`src/matrix_multiply_engine_defines.svh`:
```
// assertion macros for the matrix multiply engine
`ifndef MATRIX_MULTIPLY_ENGINE_DEFINES_SVH
`define MATRIX_MULTIPLY_ENGINE_DEFINES_SVH

`ifndef SYNTHESIS
`define MME_ASSERT(lbl, clk, rst, prop) \
   lbl: assert property (@(posedge clk) disable iff (rst) prop) \
      else $error("mme assertion failed");
`define MME_ASSERT_NORST(lbl, clk, prop) \
   lbl: assert property (@(posedge clk) prop) \
      else $error("mme assertion failed");
`else
`define MME_ASSERT(lbl, clk, rst, prop)
`define MME_ASSERT_NORST(lbl, clk, prop)
`endif

`endif

```
`src/mme_pkg.sv`:
```
// shared types, constants and helpers of the matrix multiply engine
package mme_pkg;

   localparam int MAX_DIM_DEF = 8;
   localparam int ELEM_W      = 16;
   localparam int ACC_W       = 32;
   localparam int IDX_W       = 3;
   localparam int DIM_W       = 4;
   localparam int ADDR_W      = 2 * IDX_W;
   localparam int CSR_IDX_W   = 2;

   localparam logic [DIM_W-1:0] DIM_RESET = DIM_W'(8);

   typedef enum logic [1:0] {
      KIND_LOAD_A = 2'd0,
      KIND_LOAD_B = 2'd1,
      KIND_START  = 2'd2
   } kind_type;

   typedef enum logic [CSR_IDX_W-1:0] {
      CSR_ROWS_A    = 2'd0,
      CSR_INNER_DIM = 2'd1,
      CSR_COLS_B    = 2'd2
   } csr_index_type;

   typedef enum logic [1:0] {
      ST_IDLE,
      ST_RUN,
      ST_DRAIN
   } state_type;

   typedef struct packed {
      logic             first;
      logic             last_k;
      logic             last;
      logic [IDX_W-1:0] row;
      logic [IDX_W-1:0] col;
   } tag_type;

   typedef struct packed {
      logic              issue;
      tag_type           tag;
      logic [ADDR_W-1:0] addr_a;
      logic [ADDR_W-1:0] addr_b;
      logic              wr_left;
      logic              wr_right;
      logic [ADDR_W-1:0] wr_addr;
   } cmd_type;

   typedef struct packed {
      logic pipe_active;
   } status_type;

   function automatic logic [DIM_W-1:0] clamp_dim(input logic [DIM_W-1:0] v,
                                                  input logic [DIM_W-1:0] hi);
      logic [DIM_W-1:0] r;
      if (v == '0) begin
         r = DIM_W'(1);
      end else if (v > hi) begin
         r = hi;
      end else begin
         r = v;
      end
      return r;
   endfunction

endpackage

```
`src/matrix_multiply_engine.sv`:
```
// Load beats are taken one per cycle while idle and write one in-range element each.
// A start beat raises busy until every product term is issued and the pipeline drains; one
// multiply-accumulate per cycle through a three stage memory read, multiply, accumulate path.
// Each product element strobes once, in row-major order, with its row and column.
// Synchronous active high reset sets all shapes to 8; element stores are not cleared.
module matrix_multiply_engine #(
   parameter int MAX_DIM = mme_pkg::MAX_DIM_DEF
) (
   input  logic                              clock,
   input  logic                              reset,
   input  logic                              start,
   output logic                              busy,
   input  logic [1:0]                        req_kind,
   input  logic [mme_pkg::IDX_W-1:0]         req_elem_row,
   input  logic [mme_pkg::IDX_W-1:0]         req_elem_col,
   input  logic signed [mme_pkg::ELEM_W-1:0] req_elem_value,
   output logic                              rsp_strobe,
   output logic signed [mme_pkg::ACC_W-1:0]  rsp_prod_value,
   output logic [mme_pkg::IDX_W-1:0]         rsp_prod_row,
   output logic [mme_pkg::IDX_W-1:0]         rsp_prod_col,
   output logic                              rsp_last,
   input  logic                              csr_valid,
   output logic                              csr_ready,
   input  logic [mme_pkg::CSR_IDX_W-1:0]     csr_index,
   input  logic [mme_pkg::DIM_W-1:0]         csr_data
);

   mme_pkg::cmd_type    cmd;
   mme_pkg::status_type status;

   mme_ctrl #(
      .MAX_DIM (MAX_DIM)
   ) u_ctrl (
      .clock        (clock),
      .reset        (reset),
      .start        (start),
      .busy         (busy),
      .req_kind     (req_kind),
      .req_elem_row (req_elem_row),
      .req_elem_col (req_elem_col),
      .csr_valid    (csr_valid),
      .csr_ready    (csr_ready),
      .csr_index    (csr_index),
      .csr_data     (csr_data),
      .cmd          (cmd),
      .status       (status)
   );

   mme_datapath #(
      .MAX_DIM (MAX_DIM)
   ) u_datapath (
      .clock          (clock),
      .reset          (reset),
      .cmd            (cmd),
      .status         (status),
      .req_elem_value (req_elem_value),
      .rsp_strobe     (rsp_strobe),
      .rsp_prod_value (rsp_prod_value),
      .rsp_prod_row   (rsp_prod_row),
      .rsp_prod_col   (rsp_prod_col),
      .rsp_last       (rsp_last)
   );

endmodule

```
`src/mme_ctrl.sv`:
```
// controller: shape registers, load decode and the row, column, inner sequencer
`include "matrix_multiply_engine_defines.svh"
module mme_ctrl #(
   parameter int MAX_DIM = mme_pkg::MAX_DIM_DEF
) (
   input  logic                           clock,
   input  logic                           reset,
   input  logic                           start,
   output logic                           busy,
   input  logic [1:0]                     req_kind,
   input  logic [mme_pkg::IDX_W-1:0]      req_elem_row,
   input  logic [mme_pkg::IDX_W-1:0]      req_elem_col,
   input  logic                           csr_valid,
   output logic                           csr_ready,
   input  logic [mme_pkg::CSR_IDX_W-1:0]  csr_index,
   input  logic [mme_pkg::DIM_W-1:0]      csr_data,
   output mme_pkg::cmd_type               cmd,
   input  mme_pkg::status_type            status
);

   localparam logic [mme_pkg::DIM_W-1:0] DIM_MAX = mme_pkg::DIM_W'(MAX_DIM);

   mme_pkg::state_type state_ff, state_in;

   logic [mme_pkg::DIM_W-1:0] rows_ff, inner_ff, cols_ff;
   logic [mme_pkg::DIM_W-1:0] nr_ff, nr_in, nk_ff, nk_in, nc_ff, nc_in;
   logic [mme_pkg::IDX_W-1:0] r_ff, r_in, c_ff, c_in, k_ff, k_in;

   logic accept, go, in_range, last_k, last_c, last_r;
   mme_pkg::kind_type kind;

   assign csr_ready = 1'b1;
   assign busy      = (state_ff != mme_pkg::ST_IDLE);
   assign accept    = start && !busy;
   assign kind      = mme_pkg::kind_type'(req_kind);
   assign in_range  = ({1'b0, req_elem_row} < DIM_MAX) && ({1'b0, req_elem_col} < DIM_MAX);
   assign go        = accept && (kind == mme_pkg::KIND_START);

   assign last_k = (k_ff == mme_pkg::IDX_W'(nk_ff - mme_pkg::DIM_W'(1)));
   assign last_c = (c_ff == mme_pkg::IDX_W'(nc_ff - mme_pkg::DIM_W'(1)));
   assign last_r = (r_ff == mme_pkg::IDX_W'(nr_ff - mme_pkg::DIM_W'(1)));

   // shape registers
   always_ff @(posedge clock) begin
      if (reset) begin
         rows_ff  <= mme_pkg::DIM_RESET;
         inner_ff <= mme_pkg::DIM_RESET;
         cols_ff  <= mme_pkg::DIM_RESET;
      end else if (csr_valid && csr_ready) begin
         unique case (mme_pkg::csr_index_type'(csr_index))
            mme_pkg::CSR_ROWS_A:    rows_ff  <= csr_data;
            mme_pkg::CSR_INNER_DIM: inner_ff <= csr_data;
            mme_pkg::CSR_COLS_B:    cols_ff  <= csr_data;
            default: ;
         endcase
      end
   end

   always_ff @(posedge clock) begin
      if (reset) begin
         state_ff <= mme_pkg::ST_IDLE;
         r_ff     <= '0;
         c_ff     <= '0;
         k_ff     <= '0;
         nr_ff    <= mme_pkg::DIM_W'(1);
         nk_ff    <= mme_pkg::DIM_W'(1);
         nc_ff    <= mme_pkg::DIM_W'(1);
      end else begin
         state_ff <= state_in;
         r_ff     <= r_in;
         c_ff     <= c_in;
         k_ff     <= k_in;
         nr_ff    <= nr_in;
         nk_ff    <= nk_in;
         nc_ff    <= nc_in;
      end
   end

   // next state
   always_comb begin
      state_in = state_ff;
      unique case (state_ff)
         mme_pkg::ST_IDLE: begin
            if (go) state_in = mme_pkg::ST_RUN;
         end
         mme_pkg::ST_RUN: begin
            if (last_k && last_c && last_r) state_in = mme_pkg::ST_DRAIN;
         end
         mme_pkg::ST_DRAIN: begin
            if (!status.pipe_active) state_in = mme_pkg::ST_IDLE;
         end
         default: state_in = mme_pkg::ST_IDLE;
      endcase
   end

   // outputs and counters
   always_comb begin
      cmd          = '0;
      r_in         = r_ff;
      c_in         = c_ff;
      k_in         = k_ff;
      nr_in        = nr_ff;
      nk_in        = nk_ff;
      nc_in        = nc_ff;
      cmd.wr_addr  = mme_pkg::ADDR_W'(req_elem_row) * mme_pkg::ADDR_W'(MAX_DIM)
                   + mme_pkg::ADDR_W'(req_elem_col);
      cmd.addr_a   = mme_pkg::ADDR_W'(r_ff) * mme_pkg::ADDR_W'(MAX_DIM)
                   + mme_pkg::ADDR_W'(k_ff);
      cmd.addr_b   = mme_pkg::ADDR_W'(k_ff) * mme_pkg::ADDR_W'(MAX_DIM)
                   + mme_pkg::ADDR_W'(c_ff);
      cmd.tag.row  = r_ff;
      cmd.tag.col  = c_ff;
      cmd.tag.first  = (k_ff == '0);
      cmd.tag.last_k = last_k;
      cmd.tag.last   = last_k && last_c && last_r;
      unique case (state_ff)
         mme_pkg::ST_IDLE: begin
            cmd.wr_left  = accept && (kind == mme_pkg::KIND_LOAD_A) && in_range;
            cmd.wr_right = accept && (kind == mme_pkg::KIND_LOAD_B) && in_range;
            if (go) begin
               r_in  = '0;
               c_in  = '0;
               k_in  = '0;
               nr_in = mme_pkg::clamp_dim(rows_ff, DIM_MAX);
               nk_in = mme_pkg::clamp_dim(inner_ff, DIM_MAX);
               nc_in = mme_pkg::clamp_dim(cols_ff, DIM_MAX);
            end
         end
         mme_pkg::ST_RUN: begin
            cmd.issue = 1'b1;
            if (!last_k) begin
               k_in = k_ff + mme_pkg::IDX_W'(1);
            end else begin
               k_in = '0;
               if (!last_c) begin
                  c_in = c_ff + mme_pkg::IDX_W'(1);
               end else begin
                  c_in = '0;
                  r_in = r_ff + mme_pkg::IDX_W'(1);
               end
            end
         end
         mme_pkg::ST_DRAIN: ;
         default: ;
      endcase
   end

   `MME_ASSERT(a_idle_pipe_empty, clock, reset, (state_ff == mme_pkg::ST_IDLE) |-> !status.pipe_active)
   `MME_ASSERT(a_start_runs, clock, reset, go |=> (state_ff == mme_pkg::ST_RUN))
   `MME_ASSERT(a_last_drains, clock, reset, (cmd.issue && cmd.tag.last) |=> (state_ff == mme_pkg::ST_DRAIN))

endmodule

```
`src/mme_datapath.sv`:
```
// datapath: element memories, multiplier and saturating accumulator
`include "matrix_multiply_engine_defines.svh"
module mme_datapath #(
   parameter int MAX_DIM = mme_pkg::MAX_DIM_DEF
) (
   input  logic                              clock,
   input  logic                              reset,
   input  mme_pkg::cmd_type                  cmd,
   output mme_pkg::status_type               status,
   input  logic signed [mme_pkg::ELEM_W-1:0] req_elem_value,
   output logic                              rsp_strobe,
   output logic signed [mme_pkg::ACC_W-1:0]  rsp_prod_value,
   output logic [mme_pkg::IDX_W-1:0]         rsp_prod_row,
   output logic [mme_pkg::IDX_W-1:0]         rsp_prod_col,
   output logic                              rsp_last
);

   localparam int DEPTH = MAX_DIM * MAX_DIM;
   localparam int AW    = (DEPTH > 1) ? $clog2(DEPTH) : 1;

   logic [mme_pkg::ELEM_W-1:0] left_mem  [DEPTH];
   logic [mme_pkg::ELEM_W-1:0] right_mem [DEPTH];

   logic signed [mme_pkg::ELEM_W-1:0] a_rd_ff, b_rd_ff;
   logic signed [mme_pkg::ACC_W-1:0]  prod_ff, prod_in, acc_ff, acc_in;
   logic signed [mme_pkg::ACC_W:0]    sum;
   logic                              s1_valid_ff, s2_valid_ff, strobe_ff;
   mme_pkg::tag_type                  s1_tag_ff, s2_tag_ff, out_tag_ff;

   // memories
   always_ff @(posedge clock) begin
      if (cmd.wr_left) left_mem[cmd.wr_addr[AW-1:0]] <= req_elem_value;
      if (cmd.wr_right) right_mem[cmd.wr_addr[AW-1:0]] <= req_elem_value;
      a_rd_ff <= left_mem[cmd.addr_a[AW-1:0]];
      b_rd_ff <= right_mem[cmd.addr_b[AW-1:0]];
   end

   assign prod_in = a_rd_ff * b_rd_ff;

   // saturating accumulate
   always_comb begin
      if (s2_tag_ff.first) begin
         sum = {prod_ff[mme_pkg::ACC_W-1], prod_ff};
      end else begin
         sum = {prod_ff[mme_pkg::ACC_W-1], prod_ff} + {acc_ff[mme_pkg::ACC_W-1], acc_ff};
      end
      if (sum[mme_pkg::ACC_W] != sum[mme_pkg::ACC_W-1]) begin
         acc_in = sum[mme_pkg::ACC_W] ? {1'b1, {(mme_pkg::ACC_W-1){1'b0}}}
                                      : {1'b0, {(mme_pkg::ACC_W-1){1'b1}}};
      end else begin
         acc_in = sum[mme_pkg::ACC_W-1:0];
      end
   end

   always_ff @(posedge clock) begin
      if (reset) begin
         s1_valid_ff <= 1'b0;
         s2_valid_ff <= 1'b0;
         strobe_ff   <= 1'b0;
      end else begin
         s1_valid_ff <= cmd.issue;
         s2_valid_ff <= s1_valid_ff;
         strobe_ff   <= s2_valid_ff && s2_tag_ff.last_k;
      end
   end

   always_ff @(posedge clock) begin
      s1_tag_ff <= cmd.tag;
      s2_tag_ff <= s1_tag_ff;
      prod_ff   <= prod_in;
      if (s2_valid_ff) begin
         acc_ff     <= acc_in;
         out_tag_ff <= s2_tag_ff;
      end
   end

   assign status.pipe_active = s1_valid_ff || s2_valid_ff;
   assign rsp_strobe         = strobe_ff;
   assign rsp_prod_value     = acc_ff;
   assign rsp_prod_row       = out_tag_ff.row;
   assign rsp_prod_col       = out_tag_ff.col;
   assign rsp_last           = out_tag_ff.last;

   `MME_ASSERT(a_last_ends_beats, clock, reset, (rsp_strobe && rsp_last) |=> !rsp_strobe)
   `MME_ASSERT(a_one_store_write, clock, reset, !(cmd.wr_left && cmd.wr_right))
   `MME_ASSERT(a_no_load_while_run, clock, reset, cmd.issue |-> !(cmd.wr_left || cmd.wr_right))

endmodule

```
`config.mk`:
```
export PLATFORM = sky130hd
export DESIGN_NAME = matrix_multiply_engine
export DESIGN_NICKNAME = d
export VERILOG_FILES = /design/src/mme_pkg.sv /design/src/matrix_multiply_engine.sv /design/src/mme_ctrl.sv /design/src/mme_datapath.sv
export VERILOG_INCLUDE_DIRS = /design/src /design/src/src
export SDC_FILE = /design/constraint.sdc
export NUM_CORES = 2
export LEC_CHECK = 0
export BUFFER_PORTS_ARGS = -buffer_cell sky130_fd_sc_hd__buf_4
export CAP_MARGIN = 0
export CELL_PAD_IN_SITES_DETAIL_PLACEMENT = 1
export CELL_PAD_IN_SITES_GLOBAL_PLACEMENT = 1
export CORE_MARGIN = 4
export CORE_UTILIZATION = 60
export CTS_CLUSTER_DIAMETER = 150
export DETAILED_ROUTE_END_ITERATION = 12
export PLACE_DENSITY = 0.89
export SLEW_MARGIN = 15
export SYNTH_ARGS = -nofsm -noshare
export SYNTH_HDL_FRONTEND = slang
export SYNTH_HIERARCHICAL = 1
export SYNTH_SLANG_ARGS = --single-unit
export TNS_END_PERCENT = 20
```
`constraint.sdc`:
```
create_clock -name clock -period 18.2 [get_ports clock]
set_clock_uncertainty 0.1 [all_clocks]
set_input_delay 2.73 -clock clock [delete_from_list [all_inputs] [get_ports clock]]
set_output_delay 2.73 -clock clock [all_outputs]
set_load 0.01 [all_outputs]
```
==> results.sh <==
export IMPL_cts_resized_gates=0
export IMPL_path_max_fanout=16
export IMPL_min_period_ns=7.58
export IMPL_power_per_cell_area_nw_per_um2=144
export IMPL_leakagePower_uw=0.0344
export IMPL_grt_pass1_wl_um=432000
export IMPL_regToRegStartpoint="u_datapath/a_rd_ff[4]"
export IMPL_fin_util_pct=67.0
export IMPL_vias=55300
export IMPL_die_area_um2=164000
export IMPL_core_area_um2=157000
export IMPL_hold_buffers=0
export IMPL_ys_ff_latch=2204
export IMPL_grt_pass1_vias=55000
export IMPL_root_buffer="clkbuf_16"
export IMPL_setup_viol=0
export IMPL_avgViaCountPerCell=7.62
export IMPL_die_y_um=405
export IMPL_worstReg2RegEnd="u_datapath/prod_ff[30]"
export IMPL_fillers=12500
export IMPL_async_flop_share_pct=0
export IMPL_synth_top_cell_area_share_pct=66.2
export IMPL_ff2ff_path_depth=21
export IMPL_synth_area_leader_cell="edfxtp_1"
export IMPL_status="finished, final reports clean"
export IMPL_drc_errors=0
export IMPL_finish_net_count=5420
export IMPL_required_ns=18.81
export IMPL_grt_max_degree=113
export IMPL_overflow=0
export IMPL_worstHoldStart="u_datapath/s1_tag_ff[2]"
export IMPL_firstDrtPassIters=6
export IMPL_io_buffers=74
export IMPL_cts_tree="done"
export IMPL_synth_ff_type="edfxtp_1"
export IMPL_slew_violations=0
export IMPL_syn_area_um2=94600
export IMPL_worstSetupPathType="flip-flop to flip-flop"
export IMPL_hold_viol_final=0
export IMPL_min_to="u_datapath/s2_tag_ff[2]"
export IMPL_die_x_um=405
export IMPL_numCtsBuffers=206
export IMPL_worstMarginPinSlew_ns=1.39
export IMPL_clkLatencyLatePin_ns=0.90
export IMPL_wl_um=323000
export IMPL_synthCells=4791
export IMPL_antenna_left=0
export IMPL_synth_edff_count=2087
export IMPL_synthToLayoutAreaGrowth_pct=10.9
export IMPL_globalplace_congestion=0.859
export IMPL_r2r_setup_slack_ns=10.62
export IMPL_ys_top_cells_by_area="edfxtp_1 (66%), mux4_2 (16%), fa_1 (5.6%)"
export IMPL_cap_violations=0
export IMPL_synth_nets=5209
export IMPL_cp_start_kind="flip-flop"
export IMPL_ys_warn_count=6
export IMPL_hp_class="flip-flop to flip-flop"
export IMPL_avgSynthCellArea_um2=19.8
export IMPL_initial_core_util_pct=60.4
export IMPL_hpwl_um=160000
export IMPL_fin_crit_sh_pct=41.6
export IMPL_clkSinkCount=2204
export IMPL_grt_util_all_layers_pct=38.0
export IMPL_postPlaceCellArea_um2=97900
export IMPL_rows=145
export IMPL_synth_cell_types=72
export IMPL_clkTransAtPathRegs_ns=0.08
export IMPL_cts_setup_buffers=0
export IMPL_fmax_ghz=0.132
export IMPL_ir_drop_v=0.000196
export IMPL_cts_path_max_buffers=3
export IMPL_cts_max_level=4
export IMPL_drt_iter0_drc=11000
export IMPL_drive_above_1_share_pct=24.3
export IMPL_ys_seq_area_share_pct=68.7
export IMPL_wl_per_cell_um=44.4
export IMPL_crit_arrival_ns=8.19
export IMPL_slew_headroom_pct=7.48
export IMPL_final_common_cell="edfxtp_1"
export IMPL_fin_area_um2=105000
export IMPL_end_kind="flip-flop"
export IMPL_grt_setup_unrepaired="false"
export IMPL_io_pins=76
export IMPL_antenna_found_initial=38
export IMPL_hold_depth=0
export IMPL_setup_tns_ns=0
export IMPL_final_cell_mix="edfxtp_1 (2087), mux4_2 (672), inv_1 (308)"
-- cell families after synthesis --
logic type               count (synthesis)  share of synthesized area, %
flip-flops                            2204                          68.7
multiplexers                           682                          16.1
XOR/XNOR                                71                         0.694
AND/OR/NAND/NOR                        647                          3.23
other                                    1                       0.00396
AO/OA/AOI/OAI                          257                          1.68
buffers and inverters                  545                          2.44
adder cells (fa/ha/maj)                384                          7.16
-- per-layer routing --
layer	wire length (µm)	global-route usage [%]	part of all wire [%]
met5	375	0	0.12
met4	22700	18.4	7.0
met3	46600	9.99	14
met2	150000	59.7	47
met1	103000	50.4	32
-- critical path, cell delays in order, from the launching register on --
cell	delay [ns]
dfxtp_1	0.86
nand2_1	0.51
fa_1	0.69
inv_1	0.09
fa_1	0.41
inv_1	0.15
fa_1	0.48
inv_1	0.12
fa_1	0.41
fa_1	0.53
inv_1	0.06
fa_1	0.48
inv_1	0.04
ha_1	0.37
nand3_1	0.12
a2111oi_0	0.40
a21oi_1	0.21
o21ai_0	0.70
nand2_1	0.21
a41oi_1	0.26
nor2_1	0.08
xnor2_1	0.12
-- state kept, by name, indices dropped and copies added (netlist names) --
signal / flops
u_ctrl/cols_ff: 4
u_datapath/a_rd_ff: 16
u_datapath/s1_tag_ff: 9
u_datapath/rsp_prod_col: 3
u_datapath/left_mem: 1024
u_ctrl/state_ff: 2
u_ctrl/r_ff: 3
u_ctrl/c_ff: 3
u_datapath/rsp_last: 1
u_datapath/s1_valid_ff: 1
u_datapath/s2_tag_ff: 9
u_ctrl/rows_ff: 4
u_datapath/rsp_strobe: 1
u_datapath/s2_valid_ff: 1
u_ctrl/nc_ff: 3
u_datapath/rsp_prod_row: 3
u_ctrl/nr_ff: 3
u_datapath/rsp_prod_value: 32
u_datapath/prod_ff: 32
u_ctrl/nk_ff: 3
u_ctrl/k_ff: 3
u_datapath/right_mem: 1024
u_ctrl/inner_ff: 4
u_datapath/b_rd_ff: 16
-- how the worst max path moves through the flow --
stage / start / end / depth (start not counted)
after floorplan: u_datapath/a_rd_ff[15] / u_datapath/prod_ff[31] / 20
after global placement: u_datapath/a_rd_ff[11] / u_datapath/prod_ff[30] / 19
after detailed placement: u_datapath/a_rd_ff[11] / u_datapath/prod_ff[30] / 19
after CTS: u_datapath/a_rd_ff[11] / u_datapath/prod_ff[30] / 19
after global routing: u_datapath/a_rd_ff[4] / u_datapath/prod_ff[30] / 21
final: u_datapath/a_rd_ff[4] / u_datapath/prod_ff[30] / 21
-- cell usage after synthesis (12+ instances only) --
cell type	n
clkbuf_1	116
nand2_1	201
ha_1	121
dfxtp_1	117
o21ai_1	32
a21oi_1	93
nand3_1	28
o21ai_0	35
nand3b_1	14
mux4_2	672
and2_1	127
buf_6	12
buf_4	34
a21o_1	20
nor3_1	18
xnor2_1	50
xor2_1	18
buf_1	36
fa_1	263
edfxtp_1	2087
inv_1	308
buf_2	35
nor2_1	200
nor2b_1	14
-- report_power, final --
| part | switching, µW | total, µW | leakage, µW | internal (µW) |
|---|---|---|---|---|
| clock network | 2170 | 4630 | 0.00330 | 2460 |
| logic | 2800 | 4780 | 0.0113 | 1980 |
| registers | 71.9 | 5750 | 0.0197 | 5670 |
-- final cells by class --
type	count	area (µm²)	area share [%]
antenna	25	62.6	0.0596
tap	2058	2570	2.45
clock inverter	134	1510	1.44
sequential	2204	65000	62.0
inverter	309	1160	1.11
multi-input combinational	2042	27400	26.1
clock buffer	248	5350	5.10
timing repair buffer	239	1850	1.77
-- through the flow --
stage / hold WS (ns) / total power, µW / instances / worst slack [ns]
6_report: 0.226 / 15200 / 7259 / 10.62
5_1_grt: 0.237 / 15900 / 7236 / 10.39
4_1_cts: 0.227 / 15000 / 7232 / 11.00
3_5_place_dp: 0.215 / 10400 / 6850 / 11.25
3_3_place_gp: 0.210 / 10100 / 6850 / 11.58
2_1_floorplan: 0.210 / 9230 / 4791 / 12.23
(Power assumes the default switching activity.)
